File: src/hdl/pba_pkg.sv
// ----------------------------------------------------------------------------
// pba_pkg
// Shared types and codes of the power-of-two block allocator: controller
// states, result status codes, command codes, register indexes, payload
// widths and the controller/datapath command and status bundles.
// ----------------------------------------------------------------------------
package pba_pkg;

  // Request kinds carried in the input tuser bit
  localparam logic CMD_ALLOC = 1'b0;
  localparam logic CMD_FREE  = 1'b1;

  // Configuration register indexes
  localparam logic REG_REGION_BASE = 1'b0;
  localparam logic REG_TOP_LIMIT   = 1'b1;

  // Stream payload widths
  localparam int unsigned IN_DATA_W  = 48;
  localparam int unsigned OUT_DATA_W = 40;

  // Result status codes
  typedef enum logic [1:0] {
    RES_OK        = 2'd0,
    RES_NOT_FOUND = 2'd1,
    RES_EXHAUSTED = 2'd2,
    RES_FULL      = 2'd3
  } res_e;

  // Controller states
  typedef enum logic [3:0] {
    ST_IDLE,
    ST_A_CHECK,
    ST_A_SCAN,
    ST_A_FRESH,
    ST_A_TAKE,
    ST_A_SPLIT,
    ST_F_START,
    ST_F_RD,
    ST_F_CMP,
    ST_F_CHK,
    ST_F_COMMIT,
    ST_DONE
  } ctrl_state_e;

  // Commands from controller to datapath
  typedef struct packed {
    logic load;          // latch the accepted transaction
    logic scan_step;     // advance the class scan
    logic pop;           // pop the current class stack (read issued)
    logic take_pop;      // take the popped block address
    logic take_fresh;    // take a fresh top block from the region
    logic split;         // push lower half, keep upper half
    logic used_wr_alloc; // record the allocated block
    logic used_rd;       // read the used table
    logic rd_last;       // read address is the last used entry
    logic srch_step;     // advance the search index
    logic found;         // latch class of the matching entry
    logic free_commit;   // remove the entry and push the block
    logic res_set;       // latch result status
    res_e res_code;
    logic out_load;      // load the output register
  } dp_cmd_t;

  // Status from datapath to controller
  typedef struct packed {
    logic is_free;
    logic used_full;
    logic used_empty;
    logic cur_above;
    logic cur_nonempty;
    logic region_exh;
    logic cur_gt_k;
    logic match;
    logic idx_last;
    logic cls_full;
  } dp_stat_t;

endpackage

File: src/hdl/pba_ctrl.sv
// ----------------------------------------------------------------------------
// pba_ctrl
// Controller of the allocator: sequences the class scan, block split and
// used table search, and owns the stream handshakes.
// ----------------------------------------------------------------------------
module pba_ctrl (
  input  logic              clk_i,
  input  logic              rst_ni,
  input  logic              s_axis_tvalid,
  output logic              s_axis_tready,
  output logic              m_axis_tvalid,
  input  logic              m_axis_tready,
  input  pba_pkg::dp_stat_t stat_i,
  output pba_pkg::dp_cmd_t  cmd_o
);
  import pba_pkg::*;

  ctrl_state_e state_q, state_d;
  logic        out_valid_q, out_valid_d;

  // State and output valid registers
  always_ff @(posedge clk_i or negedge rst_ni) begin
    if (!rst_ni) begin
      state_q     <= ST_IDLE;
      out_valid_q <= 1'b0;
    end else begin
      state_q     <= state_d;
      out_valid_q <= out_valid_d;
    end
  end

  // Next state and datapath commands
  always_comb begin
    state_d = state_q;
    cmd_o   = '0;
    cmd_o.res_code = RES_OK;
    unique case (state_q)
      ST_IDLE: begin
        if (s_axis_tvalid) begin
          cmd_o.load = 1'b1;
          state_d = ST_A_CHECK;
        end
      end
      ST_A_CHECK: begin
        if (stat_i.is_free) begin
          state_d = ST_F_START;
        end else if (stat_i.used_full) begin
          cmd_o.res_set  = 1'b1;
          cmd_o.res_code = RES_FULL;
          state_d = ST_DONE;
        end else begin
          state_d = ST_A_SCAN;
        end
      end
      ST_A_SCAN: begin
        if (stat_i.cur_above) begin
          state_d = ST_A_FRESH;
        end else if (stat_i.cur_nonempty) begin
          cmd_o.pop = 1'b1;
          state_d = ST_A_TAKE;
        end else begin
          cmd_o.scan_step = 1'b1;
        end
      end
      ST_A_FRESH: begin
        if (stat_i.region_exh) begin
          cmd_o.res_set  = 1'b1;
          cmd_o.res_code = RES_EXHAUSTED;
          state_d = ST_DONE;
        end else begin
          cmd_o.take_fresh = 1'b1;
          state_d = ST_A_SPLIT;
        end
      end
      ST_A_TAKE: begin
        cmd_o.take_pop = 1'b1;
        state_d = ST_A_SPLIT;
      end
      ST_A_SPLIT: begin
        if (stat_i.cur_gt_k) begin
          cmd_o.split = 1'b1;
        end else begin
          cmd_o.used_wr_alloc = 1'b1;
          cmd_o.res_set  = 1'b1;
          cmd_o.res_code = RES_OK;
          state_d = ST_DONE;
        end
      end
      ST_F_START: begin
        if (stat_i.used_empty) begin
          cmd_o.res_set  = 1'b1;
          cmd_o.res_code = RES_NOT_FOUND;
          state_d = ST_DONE;
        end else begin
          state_d = ST_F_RD;
        end
      end
      ST_F_RD: begin
        cmd_o.used_rd = 1'b1;
        state_d = ST_F_CMP;
      end
      ST_F_CMP: begin
        if (stat_i.match) begin
          cmd_o.found = 1'b1;
          state_d = ST_F_CHK;
        end else if (stat_i.idx_last) begin
          cmd_o.res_set  = 1'b1;
          cmd_o.res_code = RES_NOT_FOUND;
          state_d = ST_DONE;
        end else begin
          cmd_o.srch_step = 1'b1;
          state_d = ST_F_RD;
        end
      end
      ST_F_CHK: begin
        if (stat_i.cls_full) begin
          cmd_o.res_set  = 1'b1;
          cmd_o.res_code = RES_FULL;
          state_d = ST_DONE;
        end else begin
          cmd_o.used_rd = 1'b1;
          cmd_o.rd_last = 1'b1;
          state_d = ST_F_COMMIT;
        end
      end
      ST_F_COMMIT: begin
        cmd_o.free_commit = 1'b1;
        cmd_o.res_set  = 1'b1;
        cmd_o.res_code = RES_OK;
        state_d = ST_DONE;
      end
      ST_DONE: begin
        if (!out_valid_q || m_axis_tready) begin
          cmd_o.out_load = 1'b1;
          state_d = ST_IDLE;
        end
      end
      default: state_d = ST_IDLE;
    endcase
  end

  // Hold the result until the downstream side takes it
  always_comb begin
    out_valid_d = out_valid_q;
    if (out_valid_q && m_axis_tready) out_valid_d = 1'b0;
    if (cmd_o.out_load) out_valid_d = 1'b1;
  end

  assign s_axis_tready = (state_q == ST_IDLE);
  assign m_axis_tvalid = out_valid_q;

endmodule

File: config.mk
export PLATFORM = sky130hd
export DESIGN_NAME = pba_ctrl
export DESIGN_NICKNAME = d
export VERILOG_FILES = /design/src/hdl/pba_pkg.sv /design/src/hdl/pba_ctrl.sv
export SDC_FILE = /design/constraint.sdc
export NUM_CORES = 1
export LEC_CHECK = 0
export BUFFER_PORTS_ARGS = -buffer_cell sky130_fd_sc_hd__buf_4
export CAP_MARGIN = 20
export CORE_MARGIN = 2
export CORE_UTILIZATION = 35
export CTS_BUF_LIST = sky130_fd_sc_hd__clkbuf_4
export DETAILED_ROUTE_END_ITERATION = 6
export GPL_ROUTABILITY_DRIVEN = 1
export MAX_ROUTING_LAYER = met4
export PLACE_DENSITY = 0.72
export SYNTH_ARGS = -nofsm -noshare
export SYNTH_HDL_FRONTEND = slang
export SYNTH_SLANG_ARGS = --single-unit
export TNS_END_PERCENT = 10
File: constraint.sdc
create_clock -name clk_i -period 3.4 [get_ports clk_i]
set_input_delay 0.68 -clock clk_i [delete_from_list [all_inputs] [get_ports clk_i]]
set_output_delay 0.68 -clock clk_i [all_outputs]
set_load 0.005 [all_outputs]
Word-level counts from Yosys, hierarchy flattened
Index checks and enable logic that the tools add are counted.

storage, ports and cells
  register bits = 5
  input port bits = 14
  output and inout port bits = 18
  logic and storage cells = 69

operators by class
  eq/ne operators = 15
  mux-type cells = 46
  reduce and logical (&&, ||, !) cells = 6

operators with widths
  cell                                                  count
  case mux 4 bit (12 select lines)                      1
  2-to-1 mux 4 bit                                      11
  2-to-1 mux 3 bit                                      8
  case mux 3 bit (7 select lines)                       1
  2-to-1 mux 1 bit                                      19
  equality test 4 x 3 -> 1 bit (second input constant)  4
  equality test 4 bit (second input constant)           4
  2-to-1 mux 2 bit                                      5
  equality test 4 x 2 -> 1 bit (second input constant)  2
  inequality test 2 bit (second input constant)         3
  equality test 4 x 1 -> 1 bit (second input constant)  1
  logical NOT 4 bit                                     1
  AND reduction 4 bit                                   1
  inequality test 3 bit (second input constant)         1
  case mux 1 bit (2 select lines)                       1
  nonzero test 2 bit                                    1
  logical AND 1 bit                                     1
  logical NOT 1 bit                                     1
  logical OR 1 bit                                      1

Depth between registers and ports, before layout
Gate-level depths: netlist (run 1).

  depth in word-level cells = 5
  depth in mapped cells = 6
  depth with buffers taken out = 4

Worst setup path before layout (run 1)
OpenSTA, ideal clock, no wires.

  path kind = input to output
  start = input stat_i[8] (netlist name)
  end = output cmd_o[3] (netlist name)
  arrival time = 1.193 ns
  data required time = 2.720 ns
  path slack = 1.527 ns
  stages on the path = 4
  buffers on the path = 0
  path through = inv_1 > nor4_4 > a311oi_1 > nand2_1

RTL lines
  item         RTL line        source
  from (decl)  pba_ctrl.sv:13  input pba_pkg::dp_stat_t stat_i,
  to (decl)    pba_ctrl.sv:14  output pba_pkg::dp_cmd_t cmd_o

==> results of run 1 <==
## layer usage
layer	GRT usage (%)	vias up	part of all wire, %
li1	-	396	-
met1	22.4	377	46
met2	25.9	24	49
met3	4.94	3	4.7
met4	4.29	0	0.64
met5	-	-	0
## cells by family (layout without fill, tap and decap cells)
logic type / count (synthesis) / after routing / synth area share, %
simple gates: 48 / 48 / 43.3
mux: 1 / 1 / 1.45
buf+inv: 15 / 41 / 10.9
compound gates: 24 / 24 / 26.2
flops: 5 / 5 / 18.2
## worst register-to-register path, cell delays in order (launching register included)
cell	delay (ns)
dfrtp_1	0.63
or4_1	0.61
a21o_1	0.20
nand3_2	0.11
o211ai_2	0.09
## power breakdown
| part | switching (uW) | internal, uW | leakage (uW) | total [uW] |
|---|---|---|---|---|
| clock | 27.2 | 52.5 | 0.0000184 | 79.6 |
| combinational | 207 | 217 | 0.000354 | 425 |
| sequential | 102 | 85.2 | 0.0000634 | 187 |
| total | 336 | 355 | 0.000436 | 691 |
## cell usage in the layout (no fill, tap or decap), types with 2 or more instances in the layout
| master | netlist | final |
|---|---|---|
| a21oi_1 | 2 | 2 |
| a21o_1 | 2 | 2 |
| nor2_1 | 5 | 5 |
| a311oi_1 | 2 | 2 |
| and2_1 | 2 | 2 |
| clkbuf_4 | 0 | 4 |
| or2_2 | 2 | 2 |
| buf_4 | 1 | 31 |
| nor2b_1 | 3 | 3 |
| nand3b_1 | 2 | 2 |
| o21a_1 | 2 | 2 |
| dfrtp_1 | 5 | 5 |
| and3_1 | 2 | 2 |
| nand2_1 | 6 | 6 |
| inv_1 | 6 | 6 |
| nand2b_1 | 7 | 7 |
| nor3_1 | 10 | 10 |
| o21ai_1 | 3 | 3 |
## path summary, 6_finish.rpt
path	start	to	slack [ns]	depth (start not counted)
min	rst_ni	m_axis_tvalid	0.22	1
min reg2reg	m_axis_tvalid	m_axis_tvalid	0.75	2
max in group asynchronous	rst_ni	state_q[0]	3.07	1
max reg2reg	state_q[0]	state_q[0]	1.64	4
max	state_q[0]	cmd_o[3]	0.78	5
min in group clk_i	stat_i[3]	state_q[0]	0.74	3
## state kept, by name, indices dropped and copies added, names as in the netlist
name,count
state_q,4
m_axis_tvalid,1
## cell usage after synthesis (all sizes together)
master,count,share of area (%)
nor2b,3,2.7
o22ai,1,0.91
or4,1,1.1
nor3,10,7.3
buf,7,6.4
and4b,1,1.5
nor2,5,2.7
dfrtp,5,18
and3,2,1.8
inv,6,3.3
nor3b,1,1.1
or2,2,1.8
a21oi,2,1.5
nand3b,2,2.2
o211ai,2,2.9
nand2,6,3.3
nor4b,2,3.5
a311oi,2,2.5
o21ai,4,2.9
and2,2,1.8
a22oi,1,1.1
nand3,2,2.2
nor4,2,4.0
a21o,2,2.2
a32oi,1,1.3
o221ai,1,1.3
mux2i,1,1.5
o21a,2,2.2
o32ai,1,1.3
a211oi,1,1.1
clkbuf,2,1.3
a2111oi,1,1.3
a22o,1,1.3
a221oi,1,1.3
a31o,1,1.3
nand2b,7,6.4
## per-stage QoR
stage,cell area [um^2],util [%],total power (uW),std cells
global placement,902,47.4,601,142
detailed placement,902,47.4,609,142
finish,932,49.0,691,146
floorplan,688,-,489,93
CTS,932,49.0,692,146
global route,932,49.0,761,146
## area by class of cell
class | instances | area (um^2) | share of cell area, %
repair buffers | 31 | 233 | 25.0
clock buffers | 4 | 30.0 | 3.22
inverters | 6 | 22.5 | 2.42
flip-flops and latches | 5 | 125 | 13.4
multi-input cells | 73 | 488 | 52.3
well taps | 27 | 33.8 | 3.62
==> results by group, run 1 <==
STA
  – Post-route minimum period: 2.62 ns
  – Max-slew headroom: 52.7%
  – Max-slew violations: 0
  – Least-Margin Pin Slew: 0.709 ns
  – TNS Setup: 0 ns
  – Final WS setup: 0.779 ns
  – Setup repair after global routing missed its margin: no
  – Fin. Hold Viols: 0
  – Final setup fails: 0
  – Fin Hold WS: 0.216 ns
  – Final Skew: 0.00883 ns
  – Period utilisation layout: 77.1%
  – Max Clk Rate: 382 MHz

Routing
  – Post-Route WL: 1.87 mm
  – Router iterations before antenna repair: 4
  – Drt drc: 0
  – First-iteration detailed-routing DRC count: 10
  – Via density: 5.48
  – Routed vias: 800
  – Antenna viol nets, final: 0
  – WL/cell: 12.8 um

GRT
  – Vias in the first global route: 694
  – GR Util All Layers: 17.0%
  – Initial antenna violation count: 0
  – Total grt overflow: 0
  – First-pass GRT wire length: 3.08 mm
  – Largest net degree at the start of global routing: 27

CTS
  – Max clock buf depth: 2
  – CTS tree: built
  – # clock sinks: 5
  – CTS resizes: 0
  – # Post-CTS Setup Buffers: 0
  – Clk slew on worst S/H paths: 0.05 ns
  – Clock Tree Root: clkbuf_4
  – CTS H-tree depth: 1
  – Hold Buf Count CTS: 0
  – TritonCTS Buffers: 3
  – Worst-Skew Late Latency: 0.25 ns

Layout
  – P&R area growth vs syn: 35.5%
  – # nets final: 134
  – Ratio of cells with drive above 1 in the final layout: 35.3%
  – # diodes: 0
  – Fill cells: 206

Critical path
  – Critical Path AT: 1.94 ns
  – CP Capture Type: output port
  – WP data required: 2.72 ns
  – Critical path type: flop to output port
  – Worst-path maximum fanout: 26
  – Top delay family on crit path: flip-flops
  – CP max-delay cell: dfrtp_1
  – Worst Path Buf+Inv: 1
  – Startpoint types: flop
  – CP max stage delay: 0.79 ns
  – CP Cell Sequence: nand2b_1, nor3_1, a311oi_1, nand2_1, buf_4

Power
  – Pwr/cell area: 742 nW/um^2
  – Leakage: 0.000436 uW
  – Max VDD drop: 396 uV

Synthesis
  – YS warnings: 0
  – Sequential fraction of the synthesis area: 18.2%
  – Netlist area before placement: 688 um^2
  – Synth Register Bits: 5
  – Synth unique cells: 44
  – Post-Syn Instances: 93
  – Synthesized area per cell: 7.40 um^2
  – Mapped Nets: 107

Min path
  – Worst min-delay path category: primary input to asynchronous set/reset pin

Run status
  – Outcome: complete, no violations

Floorplanning
  – Core area: 1900 um^2
  – Ports: 32
  – Row Count: 16
  – Chip height: 48.3 um
  – Die ar.: 2340 um^2
  – Die Wd: 48.3 um
  – Starting Density: 36.2%

Placement
  – Hpwl dp: 1.47 mm
  – Setup WS pre-CTS: 1.07 ns
  – IO Port Bufs: 31
  – RD Place Congestion: 0.890

Flow run
  – Number of maximum-capacitance violations: 0
(Power assumes the default switching activity.)
==> inputs of run 2 (changes only) <==
--- a/config.mk
+++ b/config.mk
@@ -5,6 +5,7 @@
 export SDC_FILE = /design/constraint.sdc
 export NUM_CORES = 1
 export LEC_CHECK = 0
+export ABC_AREA = 1
 export BUFFER_PORTS_ARGS = -buffer_cell sky130_fd_sc_hd__buf_4
 export CAP_MARGIN = 20
 export CORE_MARGIN = 2
@@ -13,7 +14,7 @@
 export DETAILED_ROUTE_END_ITERATION = 6
 export GPL_ROUTABILITY_DRIVEN = 1
 export MAX_ROUTING_LAYER = met4
-export PLACE_DENSITY = 0.72
+export PLACE_DENSITY = 0.76
 export SYNTH_ARGS = -nofsm -noshare
 export SYNTH_HDL_FRONTEND = slang
 export SYNTH_SLANG_ARGS = --single-unit
==> constraint.sdc (replaced) <==
create_clock -name clk_i -period 2.15 [get_ports clk_i]
set_input_delay 0.43 -clock clk_i [delete_from_list [all_inputs] [get_ports clk_i]]
set_output_delay 0.43 -clock clk_i [all_outputs]
set_load 0.005 [all_outputs]
==> results by group, run 2 <==
STA
  – TNS Setup: 0 ns (unchanged)
  – Max-slew headroom: 72.2% (+19 points)
  – Period utilisation layout: 92.8%
  – Setup repair after global routing missed its margin: no
  – Fin Hold WS: 0.489 ns (+0.273 ns)
  – Post-route minimum period: 1.99 ns
  – Fin. Hold Viols: 0 (unchanged)
  – Final setup fails: 0 (unchanged)
  – Max-slew violations: 0 (unchanged)
  – Final Skew: 0.0000717 ns (-0.00876 ns)
  – Max Clk Rate: 501 MHz
  – Least-Margin Pin Slew: 0.416 ns (-0.293 ns)

CTS
  – Clk slew on worst S/H paths: 0.04 ns (about the same)
  – # clock sinks: 5 (unchanged)
  – CTS H-tree depth: 1 (unchanged)
  – CTS resizes: 0 (unchanged)
  – CTS tree: built
  – Worst-Skew Late Latency: 0.25 ns (about the same)
  – Max clock buf depth: 2 (unchanged)
  – Clock Tree Root: clkbuf_4
  – TritonCTS Buffers: 3 (unchanged)

Routing
  – Antenna viol nets, final: 0 (unchanged)
  – Routed vias: 787 (-1.6%)
  – Via density: 4.30 (-22%)
  – Drt drc: 0 (unchanged)
  – Router iterations before antenna repair: 4 (unchanged)
  – First-iteration detailed-routing DRC count: 8 (-2)
  – WL/cell: 9.42 um (-27%)
  – Post-Route WL: 1.72 mm (-8.0%)

Critical path
  – Top delay family on crit path: simple AND/OR/NAND/NOR gates
  – CP Cell Sequence: nor2_2, nand3_1, nand2_1, nor2_1, nand3_1, buf_4
  – WP data required: 1.72 ns (-1.00 ns)
  – CP Capture Type: output port
  – Critical Path AT: 1.56 ns (-0.38 ns)
  – CP max stage delay: 0.44 ns (-0.35 ns)
  – Worst-path maximum fanout: 8 (-69%)
  – CP max-delay cell: dfrtp_1
  – Worst Path Buf+Inv: 1 (unchanged)
  – Startpoint types: flop
  – Cell mode on critical path: nand3_1
  – Critical path type: flop to output port

Power
  – Sequential power share: 18.5% (-8.6 points)
  – Pwr/cell area: 1080 nW/um^2 (+45%)
  – Internal: 492 uW (+39%)
  – Leakage: 0.000631 uW (+45%)
  – NetSw: 503 uW (+50%)
  – Max VDD drop: 577 uV (+46%)
  – Logic gate share of total power: 69.0% (+7.6 points)
  – Sw Share: 50.6% (+1.9 points)
  – Clock share of power: 12.5% (+1.0 points)

Floorplanning
  – Ports: 32 (unchanged)
  – Starting Density: 36.8% (+0.67 points)
  – Die Wd: 46.4 um (-4.0%)
  – Core area: 1710 um^2 (-10%)
  – Chip height: 46.4 um (-4.0%)
  – Row Count: 15 (-1)
  – Die ar.: 2150 um^2 (-7.8%)

Synthesis
  – Post-Syn Instances: 123 (+32%)
  – Number of enable flip-flop cells after synthesis: 0 (unchanged)
  – Netlist area before placement: 629 um^2 (-8.5%)
  – Post-synth top cells: 39 x nand2_1, 24 x inv_1, 24 x nor2_1
  – Post-synth top flop: dfrtp_1
  – Mapped Nets: 137 (+28%)
  – Synth unique cells: 12 (-73%)
  – Fraction of registers with async set or reset after synthesis: 100% (unchanged)
  – Synthesized area per cell: 5.12 um^2 (-31%)
  – YS warnings: 0 (unchanged)
  – Synth top area share: 23.3% (+5.1 points)
  – Synth Register Bits: 5 (unchanged)
  – Synth area leaders: nand2_1 23%, dfrtp_1 20%, inv_1 14%
  – Sequential fraction of the synthesis area: 19.9% (+1.7 points)
  – Post-synth top area cell: nand2_1
  – Count leader, synth: nand2_1

GRT
  – Initial antenna violation count: 0 (unchanged)
  – Total grt overflow: 0 (unchanged)
  – Vias in the first global route: 683 (-1.6%)
  – GR Util All Layers: 18.1% (+1.1 points)
  – First-pass GRT wire length: 2.74 mm (-11%)
  – Largest net degree at the start of global routing: 9 (-67%)

Layout
  – Reg with most FFs: state_q
  – Ratio of cells with drive above 1 in the final layout: 28.5% (-6.8 points)
  – Sequential Area: 125 um^2 (unchanged)
  – P&R area growth vs syn: 47.1%
  – Area of the multi-input gates: 403 um^2 (-17%)
  – Most frequent cells in the layout: 39 x nand2_1, 31 x buf_4, 24 x inv_1, 24 x nor2_1, 17 x nand3_1
  – Fill cells: 189 (-8.3%)
  – # diodes: 0 (unchanged)
  – Commonest non-fill, non-tap cell in the layout: nand2_1
  – Largest register FFs: 4 (unchanged)
  – # nets final: 173 (+29%)

Run status
  – Outcome: complete, no violations

Flow run
  – Number of maximum-capacitance violations: 0 (unchanged)

Placement
  – RD Place Congestion: 0.932 (+4.7%)
  – Hpwl dp: 1.45 mm (-1.3%)
  – IO Port Bufs: 31 (unchanged)

Min path
  – Worst min-delay path category: primary input to flop
==> run 2: cell count changes after synthesis, moves of 3 or more <==
| cell | change |
|---|---|
| nand2_1 | +33 |
| nor2_1 | +19 |
| inv_1 | +18 |
| nand3_1 | +16 |
| nor3_1 | -9 |
| nand2b_1 | -7 |
| buf_2 | -5 |
| nor2_2 | +5 |
| nor2b_1 | -3 |
| o21ai_1 | -3 |
==> run 2: through the flow <==
stage / utilization (%) / total power (uW) / cells / area [um^2] / worst slack [ns]
final: 54.2 / 995 / 183 / 926 / 0.156
after global routing: 54.2 / 1100 / 183 / 926 / 0.0203
after CTS: 54.2 / 1000 / 183 / 926 / 0.157
after detailed placement: 51.9 / 870 / 178 / 886 / 0.437
after global placement: 51.9 / 861 / 178 / 886 / 0.446
after floorplan: - / 630 / 123 / 629 / 0.696
==> run 2: area by class of cell <==
cell class,count,share of cell area [%]
Tap cell,25,3.38
Inverter,25,10.1
Clock buffer,4,3.24
Timing Repair Buffer,32,26.2
Sequential cell,5,13.5
Multi-Input combinational cell,92,43.5
==> run 2: timing repair <==
item	4_1_cts	5_1_grt
endpoints found under the hold margin	5	0
buffers inserted	0	0
setup endpoints to repair	0	0
hold buffers	1	0
==> run 2: per-layer routing <==
layer | part of all wire (%) | wire length, um | track usage (%)
met5 | 0 | 0 | -
met3 | 4.9 | 84 | 3.53
met2 | 49 | 847 | 29.2
met1 | 46 | 791 | 23.6
met4 | 0 | 0 | 3.43
==> run 2: worst paths after layout <==
| check | end | slack, ns | cells after the start | from |
|---|---|---|---|---|
| max | cmd_o[3] | 0.16 | 6 | state_q[3] |
| min | m_axis_tvalid | 0.49 | 4 | m_axis_tready |
| max reg2reg | state_q[3] | 0.77 | 7 | state_q[3] |
| min reg2reg | m_axis_tvalid | 0.66 | 4 | m_axis_tvalid |
| max in group asynchronous | state_q[3] | 1.51 | 2 | rst_ni |
| min in group asynchronous | m_axis_tvalid | 0.53 | 2 | rst_ni |
==> run 2: power groups by stage <==
stage               clock network, uW  registers (uW)  logic [uW]
CTS                               127             184         692
floorplan                           0             178         451
finish                            124             184         687
global placement                    0             181         680
detailed placement                  0             185         685
global route                      132             188         780
==> run 2: worst min-delay path: cells and delay by family <==
kind	cells	cell delay [ns]
buffers and inverters	2	0.16
and+or+nand+nor	2	0.10
==> run 2: kinds of logic after synthesis <==
family | count (synthesis) | synth area share [%]
and+or+nand+nor | 90 | 62.4
DFF | 5 | 19.9
AOI/OAI and AO/OA | 2 | 1.59
buffers and inverters | 26 | 16.1
